--- src/rtl/dynamic_synapse_update_defines.svh ---
// assertion helpers shared by the synapse update block
`ifndef DYNAMIC_SYNAPSE_UPDATE_DEFINES_SVH
`define DYNAMIC_SYNAPSE_UPDATE_DEFINES_SVH

// same-cycle implication, sampled on clk, off while rst_n is low
`define DSU_ASSERT_SAME(lbl, ante, cons, msg) \
  lbl: assert property (@(posedge clk) disable iff (!rst_n) (ante) |-> (cons)) \
    else $error(msg);

// next-cycle implication, sampled on clk, off while rst_n is low
`define DSU_ASSERT_NEXT(lbl, ante, cons, msg) \
  lbl: assert property (@(posedge clk) disable iff (!rst_n) (ante) |=> (cons)) \
    else $error(msg);

`endif

--- src/rtl/dsu_pkg.sv ---
package dsu_pkg;

  // default sizes
  localparam int NUM_SYNAPSES_DEF   = 4096;
  localparam int EXP_TABLE_SIZE_DEF = 256;

  // port widths
  localparam int CFG_IDX_W  = 2;
  localparam int CFG_DATA_W = 30;
  localparam int STEP_W     = 48;
  localparam int IDX_W      = 12;

  // register indexes
  localparam logic [CFG_IDX_W-1:0] CFG_DELTA_T     = 2'd0;
  localparam logic [CFG_IDX_W-1:0] CFG_DEFAULT_USE = 2'd1;

  localparam logic [29:0] DELTA_T_RST     = 30'd100000;
  localparam logic [15:0] DEFAULT_USE_RST = 16'd16384;

  // fixed point constants
  localparam logic [15:0] ONE_Q15     = 16'd32768;
  localparam logic [63:0] ONE_Q30     = 64'd1 << 30;
  localparam logic [36:0] ISI_CAP     = 37'd1 << 36;
  localparam logic [63:0] LOG2E_Q48   = 64'h171547652B82F;
  localparam logic [63:0] LN2_Q30     = 64'd744261118;
  localparam logic [63:0] RND_Q45     = 64'd1 << 44;
  localparam logic [63:0] RND_Q30     = 64'd1 << 29;
  localparam int          SERIES_TERMS = 20;
  localparam int          DIV_STEPS    = 48;

  // exponent scale per type, round(log2(e) * 2^48 / tau_ns)
  localparam logic [24:0] C_DEP0 = 25'((LOG2E_Q48 + 64'd72000000) / 64'd144000000);
  localparam logic [24:0] C_DEP1 = 25'((LOG2E_Q48 + 64'd350000000) / 64'd700000000);
  localparam logic [24:0] C_DEP2 = 25'((LOG2E_Q48 + 64'd62500000) / 64'd125000000);
  localparam logic [24:0] C_DEP3 = 25'((LOG2E_Q48 + 64'd550000000) / 64'd1100000000);
  localparam logic [24:0] C_FAC0 = 25'((LOG2E_Q48 + 64'd30000000) / 64'd60000000);
  localparam logic [24:0] C_FAC1 = 25'((LOG2E_Q48 + 64'd10000000) / 64'd20000000);
  localparam logic [24:0] C_FAC2 = 25'((LOG2E_Q48 + 64'd600000000) / 64'd1200000000);
  localparam logic [24:0] C_FAC3 = 25'((LOG2E_Q48 + 64'd25000000) / 64'd50000000);

  localparam logic [24:0] C_DEP [4] = '{C_DEP0, C_DEP1, C_DEP2, C_DEP3};
  localparam logic [24:0] C_FAC [4] = '{C_FAC0, C_FAC1, C_FAC2, C_FAC3};
  localparam logic [15:0] BASE_USE [4] = '{16'd10486, 16'd8192, 16'd1638, 16'd16384};

  typedef enum logic [1:0] {
    CMD_CREATE = 2'd0,
    CMD_RESET  = 2'd1,
    CMD_SPIKE  = 2'd2
  } cmd_t;

  typedef enum logic [4:0] {
    OP_NONE, OP_CLEAR, OP_LOAD, OP_FETCH, OP_DIV_STEP,
    OP_ISI_LO, OP_ISI_HI, OP_Y_LO, OP_Y_HI,
    OP_EXP_IDX, OP_EXP_TAB, OP_EXP_MUL, OP_EXP_SHIFT,
    OP_R_A, OP_R_B, OP_U_A, OP_U_B, OP_INC_A, OP_INC_B, OP_WRITE
  } op_t;

  typedef enum logic [4:0] {
    ST_CLEAR, ST_IDLE, ST_FETCH, ST_DIV,
    ST_ISI_LO, ST_ISI_HI, ST_Y_LO, ST_Y_HI,
    ST_EXP_IDX, ST_EXP_TAB, ST_EXP_MUL, ST_EXP_SHIFT,
    ST_R_A, ST_R_B, ST_U_A, ST_U_B, ST_INC_A, ST_INC_B, ST_WRITE
  } state_t;

  // controller to datapath
  typedef struct packed {
    op_t  op;
    logic tsel;   // 0 depression, 1 facilitation
  } dsu_ctl_t;

  // datapath to controller
  typedef struct packed {
    cmd_t cmd;
    logic valid;
    logic spiked;
  } dsu_stat_t;

  // one synapse entry
  typedef struct packed {
    logic [STEP_W-1:0] last_step;
    logic              spiked;
    logic [15:0]       avail_frac;
    logic [15:0]       use_frac;
    logic [1:0]        type_code;
    logic [31:0]       gain;
  } syn_entry_t;

  // signed saturation of a magnitude to 32 bits
  function automatic logic [31:0] sat32(input logic neg, input logic [63:0] mag);
    logic [31:0] res;
    if (neg) begin
      res = (mag >= 64'h8000_0000) ? 32'h8000_0000 : (~mag[31:0]) + 32'd1;
    end else begin
      res = (mag > 64'h7FFF_FFFF) ? 32'h7FFF_FFFF : mag[31:0];
    end
    return res;
  endfunction

  // 2^-f as exp(-x), x = f*ln2 in Q30, alternating series
  function automatic logic [63:0] pow2_series(input logic [63:0] x);
    logic [63:0] term;
    logic [63:0] sum;
    term = ONE_Q30;
    sum  = ONE_Q30;
    for (int i = 1; i <= SERIES_TERMS; i++) begin
      term = ((term * x) >> 30) / 64'(i);
      if ((i & 1) != 0) begin
        sum = sum - term;
      end else begin
        sum = sum + term;
      end
    end
    return sum;
  endfunction

endpackage

--- src/rtl/dsu_ctrl.sv ---
`include "dynamic_synapse_update_defines.svh"

module dsu_ctrl #(
  parameter int NUM_SYNAPSES = dsu_pkg::NUM_SYNAPSES_DEF
) (
  input  logic                            clk,
  input  logic                            rst_n,
  input  logic                            start,
  output logic                            busy,
  input  dsu_pkg::dsu_stat_t              stat_i,
  output dsu_pkg::dsu_ctl_t               ctl_o,
  output logic [$clog2(NUM_SYNAPSES)-1:0] clr_addr
);
  import dsu_pkg::*;

  localparam int AW = $clog2(NUM_SYNAPSES);

  state_t          state_r, state_nxt;
  logic [5:0]      cnt_r, cnt_nxt;
  logic [AW-1:0]   clr_r, clr_nxt;
  logic            tsel_r, tsel_nxt;

  // state register
  always_ff @(posedge clk) begin
    if (!rst_n) begin
      state_r <= ST_CLEAR;
      cnt_r   <= '0;
      clr_r   <= '0;
      tsel_r  <= 1'b0;
    end else begin
      state_r <= state_nxt;
      cnt_r   <= cnt_nxt;
      clr_r   <= clr_nxt;
      tsel_r  <= tsel_nxt;
    end
  end

  // next state and commands
  always_comb begin
    state_nxt   = state_r;
    cnt_nxt     = cnt_r;
    clr_nxt     = clr_r;
    tsel_nxt    = tsel_r;
    ctl_o.op    = OP_NONE;
    ctl_o.tsel  = tsel_r;
    unique case (state_r)
      ST_CLEAR: begin
        ctl_o.op = OP_CLEAR;
        clr_nxt  = clr_r + 1'b1;
        if (clr_r == AW'(NUM_SYNAPSES - 1)) begin
          state_nxt = ST_IDLE;
        end
      end
      ST_IDLE: begin
        if (start) begin
          ctl_o.op  = OP_LOAD;
          state_nxt = ST_FETCH;
        end
      end
      ST_FETCH: begin
        ctl_o.op = OP_FETCH;
        cnt_nxt  = '0;
        tsel_nxt = 1'b0;
        if (!stat_i.valid) begin
          state_nxt = ST_WRITE;
        end else begin
          unique case (stat_i.cmd)
            CMD_CREATE: state_nxt = ST_DIV;
            CMD_SPIKE:  state_nxt = stat_i.spiked ? ST_ISI_LO : ST_INC_A;
            default:    state_nxt = ST_WRITE;
          endcase
        end
      end
      ST_DIV: begin
        ctl_o.op = OP_DIV_STEP;
        cnt_nxt  = cnt_r + 1'b1;
        if (cnt_r == 6'(DIV_STEPS - 1)) begin
          state_nxt = ST_WRITE;
        end
      end
      ST_ISI_LO: begin
        ctl_o.op  = OP_ISI_LO;
        state_nxt = ST_ISI_HI;
      end
      ST_ISI_HI: begin
        ctl_o.op  = OP_ISI_HI;
        state_nxt = ST_Y_LO;
      end
      ST_Y_LO: begin
        ctl_o.op  = OP_Y_LO;
        state_nxt = ST_Y_HI;
      end
      ST_Y_HI: begin
        ctl_o.op  = OP_Y_HI;
        state_nxt = ST_EXP_IDX;
      end
      ST_EXP_IDX: begin
        ctl_o.op  = OP_EXP_IDX;
        state_nxt = ST_EXP_TAB;
      end
      ST_EXP_TAB: begin
        ctl_o.op  = OP_EXP_TAB;
        state_nxt = ST_EXP_MUL;
      end
      ST_EXP_MUL: begin
        ctl_o.op  = OP_EXP_MUL;
        state_nxt = ST_EXP_SHIFT;
      end
      // depression factor first, then facilitation
      ST_EXP_SHIFT: begin
        ctl_o.op = OP_EXP_SHIFT;
        tsel_nxt = !tsel_r;
        state_nxt = tsel_r ? ST_R_A : ST_Y_LO;
      end
      ST_R_A: begin
        ctl_o.op  = OP_R_A;
        state_nxt = ST_R_B;
      end
      ST_R_B: begin
        ctl_o.op  = OP_R_B;
        state_nxt = ST_U_A;
      end
      ST_U_A: begin
        ctl_o.op  = OP_U_A;
        state_nxt = ST_U_B;
      end
      ST_U_B: begin
        ctl_o.op  = OP_U_B;
        state_nxt = ST_INC_A;
      end
      ST_INC_A: begin
        ctl_o.op  = OP_INC_A;
        state_nxt = ST_INC_B;
      end
      ST_INC_B: begin
        ctl_o.op  = OP_INC_B;
        state_nxt = ST_WRITE;
      end
      ST_WRITE: begin
        ctl_o.op  = OP_WRITE;
        state_nxt = ST_IDLE;
      end
      default: state_nxt = ST_IDLE;
    endcase
  end

  assign busy     = (state_r != ST_IDLE);
  assign clr_addr = clr_r;

  `DSU_ASSERT_NEXT(a_accept_fetch, (state_r == ST_IDLE) && start, state_r == ST_FETCH, "request not taken")
  `DSU_ASSERT_SAME(a_div_count, state_r == ST_DIV, cnt_r < 6'(DIV_STEPS), "divider overrun")
  `DSU_ASSERT_NEXT(a_write_idle, state_r == ST_WRITE, state_r == ST_IDLE, "no return to idle")

endmodule

--- config.mk ---
export PLATFORM = sky130hd
export DESIGN_NAME = dsu_ctrl
export DESIGN_NICKNAME = d
export VERILOG_FILES = /design/src/rtl/dsu_pkg.sv /design/src/rtl/dsu_ctrl.sv
export VERILOG_INCLUDE_DIRS = /design/src /design/src/rtl
export SDC_FILE = /design/constraint.sdc
export NUM_CORES = 1
export LEC_CHECK = 0
export ABC_AREA = 1
export BUFFER_PORTS_ARGS = -buffer_cell sky130_fd_sc_hd__buf_2
export CORE_ASPECT_RATIO = 1.4
export CORE_MARGIN = 4
export CORE_UTILIZATION = 55
export DETAILED_ROUTE_END_ITERATION = 10
export PLACE_DENSITY = 0.78
export SYNTH_ARGS = -nofsm -noshare
export SYNTH_HDL_FRONTEND = slang
export SYNTH_SLANG_ARGS = --single-unit
--- constraint.sdc ---
create_clock -name clk -period 3.9 [get_ports clk]
set_input_delay 0.78 -clock clk [delete_from_list [all_inputs] [get_ports clk]]
set_output_delay 0.78 -clock clk [all_outputs]
set_load 0.01 [all_outputs]
=== Word-level counts from Yosys, hierarchy flattened ===
Cells that the tools add are included.

* Output and inout port bits: 19
* Logic and storage cells: 49
* Flip-flop bits (word level): 24

* Equal/unequal tests: 25
* Reduce and logical (&&, ||, !) cells: 6
* Add/subtract/negate cells: 2
* Multiplexer cells: 12

{| class="wikitable"
|+ Operators with widths
! kind !! number
|-
| $pmux W5 S19 || 1
|-
| $pmux W5 S18 || 1
|-
| $eq A5 B4 Y1 const B || 8
|-
| $mux W5 || 5
|-
| $eq A5 B3 Y1 const B || 4
|-
| $eq A5 B5 Y1 const B || 3
|-
| $add A12 B1 Y12 const B || 1
|-
| $eq A12 B12 Y1 const B || 1
|-
| $pmux W6 S2 || 1
|-
| $eq A5 B2 Y1 const B || 2
|-
| $pmux W5 S2 || 1
|-
| $add A6 B1 Y6 const B || 1
|-
| $eq A6 B6 Y1 const B || 1
|-
| $ne A2 B2 Y1 const B || 3
|-
| $eq A5 B1 Y1 const B || 1
|-
| $logic_not A5 Y1 || 1
|-
| $ne A5 B1 Y1 const B || 1
|-
| $mux W4 || 1
|-
| $reduce_bool A2 Y1 || 2
|-
| $reduce_and A3 Y1 || 1
|-
| $eq A2 B2 Y1 const B || 1
|-
| $logic_not A2 Y1 || 1
|-
| $mux W2 || 1
|-
| $pmux W1 S2 || 1
|-
| $logic_not A1 Y1 || 1
|}

=== Logic depth before layout (Yosys ltp) ===
* Word-level depth: 4
* Gate-level depth with buffers: 10
* Gate-level depth less buffers: 9

=== Worst setup path before layout ===
OpenSTA, ideal clock, no wires.

* Path kind: input to output
* Start point: input start
* End point: output ctl_o[2] in the netlist's numbering
* Stages: 2
* Arrival: 1.073 ns
* Data required time: 3.120 ns
* Path slack: 2.047 ns
* Path through: inv_1 o2111ai_1

{| class="wikitable"
|+ RTL lines
! element !! RTL line !! RTL
|-
| start, declared || dsu_ctrl.sv:8 || <nowiki>input logic start,</nowiki>
|-
| end, declared || dsu_ctrl.sv:11 || <nowiki>output dsu_pkg::dsu_ctl_t ctl_o,</nowiki>
|}

==> impl_metrics.tcl <==
set metrics [dict create \
    status "finished clean" \
    cts_made_buffers 3 \
    core_area_um2 2700 \
    synthXorXnorAreaFrac 0.00547 \
    synth_edf_count 0 \
    seq_power_share 0.560 \
    grt_overflow_total 0 \
    required_ns 3.12 \
    finalCriticalPeriod_ns 2.58 \
    die_x_um 53.6 \
    cts_setup_buffers 0 \
    crit_slowest_cell "dfxtp_1" \
    ant_nets 0 \
    final-setup-viol-count 0 \
    synth_nets 247 \
    synth_top_cell_by_area "dfxtp_1" \
    internal_power_mw 0.360 \
    grt_max_degree 16 \
    dp_slack_ns 1.69 \
    async_flop_share 0 \
    dieArea_um2 3850 \
    critical-path-max-stage-delay_ns 0.67 \
    synthAdderAreaFrac 0.0156 \
    drtIter0Drc 27 \
    h-tree-depth 1 \
    nets 271 \
    seq_area_frac_synth 0.300 \
    drive_above_1_share 0.226 \
    ys_seq_elements 24 \
    max_freq_mhz 388 \
    seq_area_um2 480 \
    finalSetupTns_ns 0 \
    syn_area_per_cell_um2 6.72 \
    utilization 0.660 \
    worst-setup-path-type "register to output port" \
    cp-start-kind "register" \
    cp-end-kind "output port" \
    grt_first_pass_wirelength_um 5860 \
    switching_share 0.196 \
    path_cells "inv_2 -> nand2_1 -> nor2_1 -> a21oi_2 -> and3_1 -> nand2_1 -> buf_2" \
    grt_pass1_vias 1393 \
    antenna_cells 0 \
    vias_per_cell 5.16 \
    synth_area_um2 1600 \
    yosys_warnings 0 \
    cts_root_buffer "clkbuf_4" \
    maxCapViolations 0 \
    grt_use_total 0.199 \
    dp.cells 293 \
    synth.most_common_cell "nand2_1" \
    finalHoldViolCount 0 \
    ys_top_cells_by_area "dfxtp_1, nand2_1, nor2_1" \
    firstDrtPassIters 4 \
    synth_cell_types 34 \
    cts.sinks 24 \
    min_period_over_period 0.661 \
    hpwl_um 2770 \
    synth_ff_type "dfxtp_1" \
    grt_setup_unrepaired "false" \
    rows 22 \
    synth_top_area_frac 0.300 \
    pwr-share-clk 0.395 \
    worst_pin_slew_ns 0.522 \
    vdd_drop_max_mv 0.233 \
    clk_pin_slew_ns 0.13 \
    cts_resized 0 \
    maxSlewHeadroom 0.651 \
    fillers 275 \
    routedWlPerCell_um 11.6 \
    crit_top_cell "nand2_1" \
    worstPathMaxFanout 10 \
    clk_latency_ns 0.31 \
    place.gp.congestion 0.830 \
    crit_arrival_ns 1.80 \
    num_vias 1533 \
    synthTopCellsByCount "nand2_1, nor2_1, dfxtp_1" \
    fin_skew_ns 0.00402 \
    synthesis.instances 238 \
    wl_um 3450 \
    port_buffers 25 \
    power.leakage_nw 0.861 \
    postCtsHoldBufs 0 \
    fp.dieH_um 71.8 \
    hold_class "register to register" \
    synth_top_family_by_area "simple AND/OR/NAND/NOR gates" \
    clockBufferDepth 2 \
    drv_slew 0 \
    synthSimpleGateAreaFrac 0.460 \
    ios 26 \
    post-route-drc-count 0 \
    power.switching_mw 0.0880 \
    yosys-mux-area-fraction 0 \
    start_util 0.593 \
    setup_ws_ns 1.32 \
    final_cells 297 \
    cts_tree "done" \
    multi_input_area_um2 972 \
    powerDensity_nw_per_um2 252 \
    p_comb_frac 0.045 \
    area_delta_synth_final_pct 11.3 \
    synth_compound_area_frac 0.127 \
    antenna_found_initial 0 \
]
[placed cells by master, fill, tap and decap left out, drive strengths merged]
cell type  count
inv           28
o21ai          9
dfxtp         24
o211ai         2
o2111ai        1
o21a           2
xor2           1
nand3         24
nor3           3
a21oi         19
nand4          3
o21bai         1
nor3b          2
ha             2
buf           25
nor2          44
nand3b         2
clkbuf         3
or2            1
nand2         60
bufinv         1
and3           3
a311oi         1
[cell families (layout without fill, tap and decap cells)]
kind of cell / Yosys count / count (layout)
adder cells (fa/ha/maj): 2 / 2
AND/OR/NAND/NOR: 142 / 142
buffers and inverters: 34 / 57
flip-flops: 24 / 24
AO/OA/AOI/OAI: 35 / 35
XOR/XNOR: 1 / 1
[state kept, by name, indices dropped and copies added (netlist names)]
name      count
clr_addr     12
tsel_r        1
cnt_r         6
state_r       5
[power by group through the flow]
stage               logic, mW  registers (mW)  clock network, mW
finish                 0.0203           0.251              0.177
CTS                    0.0205           0.251              0.181
global placement       0.0203           0.256                  0
detailed placement     0.0205           0.256                  0
global route           0.0229           0.252              0.193
floorplan              0.0115           0.257                  0
[worst max-delay path: cells and delay by family, from the launching register on]
| family | cells | cell delay (ns) |
|---|---|---|
| DFF | 1 | 0.67 |
| and+or+nand+nor | 4 | 0.42 |
| buffers and inverters | 2 | 0.27 |
| AOI/OAI and AO/OA | 1 | 0.13 |
[layout make-up]
class | count | area share
clock buffer | 3 | 0.0126
tap | 36 | 0.0253
timing repair buffer | 25 | 0.0703
sequential | 24 | 0.270
clock inverter | 1 | 0.0169
inverter | 28 | 0.0590
multi-input combinational | 180 | 0.546
[path summary, 6_finish.rpt]
kind / endpoint / start / slack [ns] / cells past startpoint
worst max-delay path: ctl_o[3] / state_r[4] / 1.32 / 7
worst min register to register: cnt_r[3] / cnt_r[3] / 0.49 / 2
worst max register to register: state_r[1] / state_r[4] / 2.31 / 8
worst min-delay path: cnt_r[3] / cnt_r[3] / 0.49 / 2
[stage by stage]
step | instance area (µm²) | power [mW] | hold slack (ns)
after floorplan | 1600 | 0.269 | 0.458
final | 1780 | 0.448 | 0.490
after global routing | 1780 | 0.467 | 0.516
after CTS | 1780 | 0.452 | 0.492
after global placement | 1730 | 0.276 | 0.468
after detailed placement | 1730 | 0.277 | 0.472
[per-layer routing]
| layer | wire (µm) | up-vias | track usage |
|---|---|---|---|
| li1 | - | 817 | - |
| met1 | 1460 | 671 | 0.233 |
| met2 | 1780 | 37 | 0.347 |
| met4 | 72 | 0 | 0.0852 |
| met3 | 133 | 8 | 0.0312 |
| met5 | 0 | - | 0 |
(Power assumes the default switching activity.)
